$ cat config.mk
export PLATFORM = sky130hd
export DESIGN_NAME = datagram_frame_validator
export DESIGN_NICKNAME = d
export VERILOG_FILES = /design/src/rtl/dfv_pkg.sv /design/src/rtl/dfv_frame.sv /design/src/rtl/dfv_check.sv /design/src/rtl/datagram_frame_validator.sv
export SDC_FILE = /design/constraint.sdc
export NUM_CORES = 1
export LEC_CHECK = 0
export BUFFER_PORTS_ARGS = -buffer_cell sky130_fd_sc_hd__buf_4
export CAP_MARGIN = 20
export CORE_MARGIN = 5
export CORE_UTILIZATION = 50
export DETAILED_ROUTE_END_ITERATION = 10
export PLACE_DENSITY = 0.74
export SETUP_SLACK_MARGIN = 0.15
export SLEW_MARGIN = 25
export SYNTH_ARGS = -nofsm -noshare
export SYNTH_HDL_FRONTEND = slang
export SYNTH_SLANG_ARGS = --single-unit
export TNS_END_PERCENT = 30
$ cat constraint.sdc
create_clock -name clk -period 15.3 [get_ports clk]
set_input_delay 1.53 -clock clk [delete_from_list [all_inputs] [get_ports clk]]
set_output_delay 1.53 -clock clk [all_outputs]
set_load 0.01 [all_outputs]
$ cat src/rtl/dfv_pkg.sv
// Package for the datagram frame validator: constants, types and the CRC step.
package dfv_pkg;

  localparam int MAX_TGT      = 16;
  localparam int MAX_DATAGRAM = 4096;

  localparam int CNT_W = $clog2(MAX_DATAGRAM);
  localparam int LEN_W = $clog2(MAX_DATAGRAM + 1);
  localparam int EXP_W = $clog2(19 + 27 * 255 + 1);
  localparam int CMP_W = (LEN_W > EXP_W) ? LEN_W : EXP_W;

  localparam logic [15:0] MAGIC_OLD = 16'h55AA;
  localparam logic [15:0] MAGIC_NEW = 16'h55AB;
  localparam logic [15:0] CRC_POLY  = 16'h1021;
  localparam logic [15:0] CRC_INIT  = 16'hFFFF;

  localparam logic [CNT_W-1:0] IDX_LAST = CNT_W'(MAX_DATAGRAM - 1);
  localparam logic [CNT_W-1:0] IDX_VER  = CNT_W'(2);
  localparam logic [CNT_W-1:0] IDX_CNT  = CNT_W'(16);

  localparam logic [1:0] PROTO_NONE   = 2'd0;
  localparam logic [1:0] PROTO_LEGACY = 2'd1;
  localparam logic [1:0] PROTO_NEW    = 2'd2;

  typedef enum logic [2:0] {
    ST_OK               = 3'd0,
    ST_BAD_MAGIC        = 3'd1,
    ST_LEGACY_OFF       = 3'd2,
    ST_LENGTH           = 3'd3,
    ST_VER_CNT          = 3'd4,
    ST_CRC              = 3'd5,
    ST_STALE            = 3'd6,
    ST_LEGACY_AFTER_NEW = 3'd7
  } status_t;

  typedef struct packed {
    logic [CNT_W-1:0] idx;
    logic [15:0]      crc;
    logic [15:0]      magic;
    logic [7:0]       version;
    logic [7:0]       count;
    logic [31:0]      seq;
    logic [15:0]      rx_crc;
  } frame_view_t;

  typedef struct packed {
    logic        frame_ok;
    status_t     status;
    logic [1:0]  version;
    logic [31:0] seq;
    logic [4:0]  count;
  } result_t;

  function automatic logic [15:0] crc_fold(input logic [15:0] crc, input logic [7:0] data);
    logic [15:0] c;
    c = crc ^ {data, 8'h00};
    for (int b = 0; b < 8; b++) begin
      if (c[15]) begin
        c = {c[14:0], 1'b0} ^ CRC_POLY;
      end else begin
        c = {c[14:0], 1'b0};
      end
    end
    return c;
  endfunction

  function automatic logic seq_newer(input logic [31:0] seq, input logic [31:0] last);
    logic [31:0] diff;
    diff = seq - last;
    return (diff != 32'd0) && !diff[31];
  endfunction

endpackage

$ cat src/rtl/dfv_frame.sv
// Per-datagram header capture, byte counter and running CRC.
module dfv_frame (
  input  logic                clk,
  input  logic                rst_n,
  input  logic                accept,
  input  logic                last,
  input  logic [7:0]          data_byte,
  output dfv_pkg::frame_view_t view
);

  logic [dfv_pkg::CNT_W-1:0] byte_count_r, byte_count_nxt;
  logic [15:0]               crc_acc_r, crc_acc_nxt;
  logic [7:0]                byte_delay_r, byte_delay_prev_r;
  logic [15:0]               magic_r, magic_nxt;
  logic [7:0]                version_r, version_nxt;
  logic [7:0]                count_r, count_nxt;
  logic [31:0]               seq_r, seq_nxt;
  logic [dfv_pkg::CNT_W-1:0] base;

  always_comb begin
    crc_acc_nxt = (byte_count_r >= dfv_pkg::CNT_W'(2))
                ? dfv_pkg::crc_fold(crc_acc_r, byte_delay_prev_r) : crc_acc_r;
    magic_nxt = magic_r;
    if (byte_count_r == '0) begin
      magic_nxt[7:0] = data_byte;
    end else if (byte_count_r == dfv_pkg::CNT_W'(1)) begin
      magic_nxt[15:8] = data_byte;
    end
    version_nxt = (byte_count_r == dfv_pkg::IDX_VER) ? data_byte : version_r;
    count_nxt   = (byte_count_r == dfv_pkg::IDX_CNT) ? data_byte : count_r;
    base = (magic_nxt == dfv_pkg::MAGIC_OLD) ? dfv_pkg::CNT_W'(2) : dfv_pkg::CNT_W'(4);
    seq_nxt = seq_r;
    for (int k = 0; k < 4; k++) begin
      if (byte_count_r == base + dfv_pkg::CNT_W'(k)) begin
        seq_nxt[8*k +: 8] = seq_r[8*k +: 8] | data_byte;
      end
    end
    byte_count_nxt = (byte_count_r < dfv_pkg::IDX_LAST)
                   ? byte_count_r + dfv_pkg::CNT_W'(1) : byte_count_r;

    view.idx     = byte_count_r;
    view.crc     = crc_acc_nxt;
    view.magic   = magic_nxt;
    view.version = version_nxt;
    view.count   = count_nxt;
    view.seq     = seq_nxt;
    view.rx_crc  = {data_byte, byte_delay_r};
  end

  always_ff @(posedge clk) begin
    if (!rst_n || (accept && last)) begin
      byte_count_r      <= '0;
      crc_acc_r         <= dfv_pkg::CRC_INIT;
      byte_delay_r      <= '0;
      byte_delay_prev_r <= '0;
      magic_r           <= '0;
      version_r         <= '0;
      count_r           <= '0;
      seq_r             <= '0;
    end else if (accept) begin
      byte_count_r      <= byte_count_nxt;
      crc_acc_r         <= crc_acc_nxt;
      byte_delay_r      <= data_byte;
      byte_delay_prev_r <= byte_delay_r;
      magic_r           <= magic_nxt;
      version_r         <= version_nxt;
      count_r           <= count_nxt;
      seq_r             <= seq_nxt;
    end
  end

endmodule

$ cat src/rtl/dfv_check.sv
// Frame checks at the final byte and per-format sequence tracking.
module dfv_check (
  input  logic                 clk,
  input  logic                 rst_n,
  input  logic                 commit,
  input  logic                 legacy_enable,
  input  dfv_pkg::frame_view_t view,
  output dfv_pkg::result_t     result
);

  logic [31:0] newest_new_seq_r, newest_old_seq_r;
  logic        new_seq_valid_r, old_seq_valid_r, new_format_seen_r;

  logic [dfv_pkg::LEN_W-1:0] len;
  logic [dfv_pkg::CMP_W-1:0] len_ext, exp_len;
  dfv_pkg::status_t          status;
  logic [1:0]                ver;
  logic [4:0]                cnt;

  always_comb begin
    len     = dfv_pkg::LEN_W'(view.idx) + dfv_pkg::LEN_W'(1);
    len_ext = dfv_pkg::CMP_W'(len);
    exp_len = dfv_pkg::CMP_W'(19) + dfv_pkg::CMP_W'(27) * dfv_pkg::CMP_W'(view.count);
    status  = dfv_pkg::ST_OK;
    ver     = dfv_pkg::PROTO_NONE;
    cnt     = '0;
    if (view.idx == '0 ||
        (view.magic != dfv_pkg::MAGIC_NEW && view.magic != dfv_pkg::MAGIC_OLD)) begin
      status = dfv_pkg::ST_BAD_MAGIC;
    end else if (view.magic == dfv_pkg::MAGIC_NEW) begin
      ver = dfv_pkg::PROTO_NEW;
      if (len < dfv_pkg::LEN_W'(19)) begin
        status = dfv_pkg::ST_LENGTH;
      end else if (view.version != 8'd2 || view.count > 8'(dfv_pkg::MAX_TGT)) begin
        status = dfv_pkg::ST_VER_CNT;
      end else if (len_ext != exp_len) begin
        status = dfv_pkg::ST_LENGTH;
      end else if (view.crc != view.rx_crc) begin
        status = dfv_pkg::ST_CRC;
      end else if (new_seq_valid_r && !dfv_pkg::seq_newer(view.seq, newest_new_seq_r)) begin
        status = dfv_pkg::ST_STALE;
      end else begin
        cnt = (view.count > 8'd31) ? 5'd31 : view.count[4:0];
      end
    end else begin
      ver = dfv_pkg::PROTO_LEGACY;
      if (!legacy_enable) begin
        status = dfv_pkg::ST_LEGACY_OFF;
      end else if (len != dfv_pkg::LEN_W'(29)) begin
        status = dfv_pkg::ST_LENGTH;
      end else if (view.crc != view.rx_crc) begin
        status = dfv_pkg::ST_CRC;
      end else if (new_format_seen_r) begin
        status = dfv_pkg::ST_LEGACY_AFTER_NEW;
      end else if (old_seq_valid_r && !dfv_pkg::seq_newer(view.seq, newest_old_seq_r)) begin
        status = dfv_pkg::ST_STALE;
      end else begin
        cnt = 5'd1;
      end
    end
    result.frame_ok = (status == dfv_pkg::ST_OK);
    result.status   = status;
    result.version  = ver;
    result.seq      = view.seq;
    result.count    = cnt;
  end

  always_ff @(posedge clk) begin
    if (!rst_n) begin
      newest_new_seq_r  <= '0;
      newest_old_seq_r  <= '0;
      new_seq_valid_r   <= 1'b0;
      old_seq_valid_r   <= 1'b0;
      new_format_seen_r <= 1'b0;
    end else if (commit && status == dfv_pkg::ST_OK) begin
      if (ver == dfv_pkg::PROTO_NEW) begin
        newest_new_seq_r  <= view.seq;
        new_seq_valid_r   <= 1'b1;
        new_format_seen_r <= 1'b1;
      end else begin
        newest_old_seq_r <= view.seq;
        old_seq_valid_r  <= 1'b1;
      end
    end
  end

endmodule

$ cat src/rtl/datagram_frame_validator.sv
// Datagram frame validator top level: handshakes, config register, result register.
//
//  channel  direction  handshake          transfer
//  in_      in         in_valid/in_stall  one datagram byte and end flag
//  out_     out        out_valid/out_stall one frame verdict per datagram
//  cfg_     in         cfg_valid/cfg_ready legacy_enable bit
//
// One byte per cycle while in_stall is low; the verdict for a datagram appears in the
// cycle after its final byte is transferred, from the result register.
// The per-byte CRC step and the final-byte checks are combinational, in front of the result register.
// Reset is synchronous; it clears frame state, sequence history and the config bit.
// Input stalls only while a verdict is held by out_stall.
module datagram_frame_validator (
  input  logic        clk,
  input  logic        rst_n,
  input  logic        in_valid,
  output logic        in_stall,
  input  logic [7:0]  in_data_byte,
  input  logic        in_end_of_datagram,
  output logic        out_valid,
  input  logic        out_stall,
  output logic        out_frame_ok,
  output logic [2:0]  out_status,
  output logic [1:0]  out_protocol_version,
  output logic [31:0] out_frame_seq,
  output logic [4:0]  out_target_count,
  input  logic        cfg_valid,
  output logic        cfg_ready,
  input  logic        cfg_legacy_enable
);

  logic                 legacy_enable_r;
  logic                 out_valid_r, out_valid_nxt;
  dfv_pkg::result_t     result, result_r;
  dfv_pkg::frame_view_t view;
  logic                 accept, acc_last;

  assign in_stall  = out_valid_r && out_stall;
  assign accept    = in_valid && !in_stall;
  assign acc_last  = accept && in_end_of_datagram;
  assign cfg_ready = 1'b1;

  dfv_frame u_frame (
    .clk       (clk),
    .rst_n     (rst_n),
    .accept    (accept),
    .last      (in_end_of_datagram),
    .data_byte (in_data_byte),
    .view      (view)
  );

  dfv_check u_check (
    .clk           (clk),
    .rst_n         (rst_n),
    .commit        (acc_last),
    .legacy_enable (legacy_enable_r),
    .view          (view),
    .result        (result)
  );

  always_comb begin
    if (acc_last) begin
      out_valid_nxt = 1'b1;
    end else if (!out_stall) begin
      out_valid_nxt = 1'b0;
    end else begin
      out_valid_nxt = out_valid_r;
    end
  end

  always_ff @(posedge clk) begin
    if (!rst_n) begin
      out_valid_r     <= 1'b0;
      legacy_enable_r <= 1'b0;
    end else begin
      out_valid_r <= out_valid_nxt;
      if (cfg_valid && cfg_ready) begin
        legacy_enable_r <= cfg_legacy_enable;
      end
    end
  end

  always_ff @(posedge clk) begin
    if (acc_last) begin
      result_r <= result;
    end
  end

  assign out_valid            = out_valid_r;
  assign out_frame_ok         = result_r.frame_ok;
  assign out_status           = result_r.status;
  assign out_protocol_version = result_r.version;
  assign out_frame_seq        = result_r.seq;
  assign out_target_count     = result_r.count;

endmodule

==> flow_summary.json <==
{
  "status": "finished, final reports clean",
  "cp.arrival_ps": 9110,
  "rr_worst_depth": 23,
  "die_w_um": 186,
  "p_per_area_nw_per_um2": 83.4,
  "worst_slack_ps": 6610,
  "die_y_um": 186,
  "dp_cells": 2218,
  "drc": 0,
  "synth-compound-area-share_pct": 18.7,
  "synth_cell_type_count": 82,
  "synth_xor_area_share_pct": 6.50,
  "power_frac_seq_pct": 43.1,
  "max-cap-violations": 0,
  "p_int_mw": 1.04,
  "holdPathEnd": "u_frame.magic_r[2]",
  "layout-drive-gt1-share_pct": 8.13,
  "finalCritPeriodShare_pct": 56.8,
  "synth_nets": 1987,
  "synthSimpleGateAreaFrac_pct": 20.7,
  "crit_fanout": 18,
  "r2r-start": "u_frame.byte_count_r[0]",
  "dr.pass1.iters": 6,
  "switching_power_mw": 0.367,
  "fp.dieArea_sq_um": 34400,
  "wl_per_cell_um": 18.5,
  "ant_nets": 0,
  "place_ws_ps": 6410,
  "grt_pass1_vias": 13100,
  "vias": 13600,
  "io-pin-count": 61,
  "min_from": "u_frame.magic_r[2]",
  "postCtsHoldBufs": 0,
  "globalplace.congestion": 0.969,
  "clk_path_buf_depth": 3,
  "post_cts_buffers": 0,
  "cp.required_ps": 15720,
  "core_sq_um": 30500,
  "finalCriticalPeriod_ps": 8690,
  "antenna_found_initial": 0,
  "worstMarginPinSlew_ps": 1000,
  "synth_edf_count": 43,
  "rsz0062_at_grt": "false",
  "hold_viol": 0,
  "clock_skew_ps": 22.0,
  "synthTopCellsByArea": "dfxtp_1 (23%), edfxtp_1 (8.4%), ha_1 (8.0%)",
  "synth_largest_area_cell": "dfxtp_1",
  "final_core_util_pct": 55.4,
  "synthMuxAreaShare_pct": 6.91,
  "worstPathCellList": "inv_1 > ha_1 > nand4_1 > mux2_2 > or3_1 > xnor2_1 > or4_1 > nor2_1 > a21o_1 > ha_1 > a21oi_1 > o21ai_0 > nor3_1 > nor4b_1 > o21ai_0 > a211o_1 > or4_1 > or4_1 > a31o_1 > o2111a_2 > buf_16 > mux2i_1 > nor2b_1",
  "synth.top_cell.area_share_pct": 22.9,
  "async_flop_share_pct": 0,
  "tns_ps": 0,
  "r2r_slack_ps": 6610,
  "seq_area_frac_synth_pct": 31.3,
  "grt_first_pass_wirelength_um": 67200,
  "dr.first_iter.drc_count": 1015,
  "max_slew_margin_pct": 33.2,
  "ir_worst_vdd_v": 0.0000692,
  "final_net_count": 1977,
  "rr_endpoint": "u_check.newest_new_seq_r[6]",
  "critPathSlowestCell": "nor2_1",
  "syn_avg_cell_area_sq_um": 8.28,
  "fin_hold_ws_ps": 457,
  "syn_to_final_growth_pct": 9.62,
  "clkPwrFrac_pct": 44.4,
  "hp-class": "flop to flop",
  "path_clk_slew_ps": 60,
  "grt_max_degree": 89,
  "tritoncts": "done",
  "start_util_pct": 50.5,
  "rows": 64,
  "power.leakage_nw": 7.23,
  "cts.sinks": 219,
  "fin_cells": 2266,
  "slew_violations": 0,
  "max_freq_ghz": 0.115,
  "slowest_delay_ps": 760,
  "cpMostUsedCell": "or4_1",
  "routed_wl_um": 42000,
  "dp_hpwl_um": 31000,
  "synthAdderAreaFrac_pct": 9.73,
  "overflow": 0,
  "port_buffers": 59,
  "final_common_cell": "nand2_1",
  "viasPerCell": 6.01,
  "setup_viol": 0,
  "switching_share_pct": 26.0,
  "grtUsageTotal_pct": 23.8,
  "pwr-share-comb_pct": 12.6,
  "syn_inst": 1860,
  "numCtsBuffers": 26,
  "cts_resized": 0,
  "yosys_register_bits": 219,
  "cts-htree-levels": 1,
  "ctsRootBufferMaster": "clkbuf_16",
  "synth_top_family_by_area": "simple AND/OR/NAND/NOR gates",
  "antenna_cells": 0,
  "syn_area_sq_um": 15400,
  "yosys_warnings": 0,
  "layout_common_cells": "nand2_1 (220), dfxtp_1 (176), nor2_1 (130)",
  "clk_latency_ps": 550,
  "critPathKind": "flop to flop",
  "ys.flop_type": "dfxtp_1",
  "start_kind": "flop",
  "holdPathStages": 2,
  "worst_setup_path_end_kind": "flop"
}
[synthesized netlist by cell type, drive strengths merged, types with 19 or more instances]
cell type and count:
a211oi 19, a21o 54, a21oi 129, a31oi 47, and3 25, buf 19
clkbuf 92, dfxtp 176, edfxtp 43, ha 99, inv 122, mux2i 94
nand2 220, nand3 43, nand4 29, nor2 130, nor2b 44, nor3 31
o211ai 25, o21ai 63, xnor2 70, xor2 34
[final cells by class]
cell class | count | area (sq um)
Fill cell | 2758 | 13600
Multi-Input combinational cell | 1407 | 9680
Sequential cell | 219 | 4810
Clock buffer | 35 | 704
Timing Repair Buffer | 73 | 568
Tap cell | 396 | 495
Inverter | 123 | 462
Clock inverter | 13 | 165
[critical path: cells and delay by family (launching register included)]
family | cells | cell delay, ps
AND/OR/NAND/NOR | 9 | 3720
AO/OA/AOI/OAI | 7 | 2040
XOR/XNOR | 1 | 140
flip-flops | 1 | 700
buffers and inverters | 2 | 570
multiplexers | 2 | 630
adder cells (fa/ha/maj) | 2 | 730
[through the flow]
stage / area [sq um] / total power [mW]
finish: 16900 / 1.41
detailed placement: 16000 / 0.794
floorplan: 15400 / 0.749
global route: 16900 / 1.47
CTS: 16900 / 1.42
global placement: 16000 / 0.790
[registers in the layout (all words and copies together), names as in the netlist, 2 cells and up]
register and cells:
out_frame_seq 32, out_protocol_version 2, out_status 3, out_target_count 5, u_check.newest_new_seq_r 32, u_check.newest_old_seq_r 32, u_frame.byte_count_r 12, u_frame.byte_delay_prev_r 8
u_frame.byte_delay_r 8, u_frame.count_r 8, u_frame.crc_acc_r 16, u_frame.magic_r 16, u_frame.seq_r 32, u_frame.version_r 8
[power groups by stage]
stage               clock (mW)  combinational [mW]  sequential (mW)
floorplan                    0               0.131            0.618
global placement             0               0.171            0.619
detailed placement           0               0.175            0.619
CTS                      0.638               0.177            0.607
global route             0.663               0.196            0.608
finish                   0.625               0.177            0.607
[worst max path at each step]
stage,from,endpoint,slack (ps),cells after the start
after floorplan,in_data_byte[6],u_check.newest_new_seq_r[0],7270,25
after global placement,in_data_byte[2],u_check.newest_new_seq_r[0],6560,21
after detailed placement,in_data_byte[2],u_check.newest_new_seq_r[6],6410,23
after CTS,u_frame.byte_count_r[0],u_check.newest_new_seq_r[6],6790,23
after global routing,u_frame.byte_count_r[0],u_check.newest_new_seq_r[6],6110,23
final,u_frame.byte_count_r[0],u_check.newest_new_seq_r[6],6610,23
[kinds of logic (layout without fill, tap and decap cells)]
kind of cell,count (synthesis),in the layout
multiplexers,105,105
AO/OA/AOI/OAI,442,442
other,1,1
XOR/XNOR,108,108
flip-flops,219,219
AND/OR/NAND/NOR,639,639
adder cells (fa/ha/maj),112,112
buffers and inverters,234,244
[per-layer routing]
metal	vias up	routed length (um)	track usage, %
met5	-	0	0
met4	0	1800	9.33
met3	113	2100	2.64
met2	427	20300	42.1
met1	6477	17800	29.6
li1	6599	-	-
(Power assumes the default switching activity.)
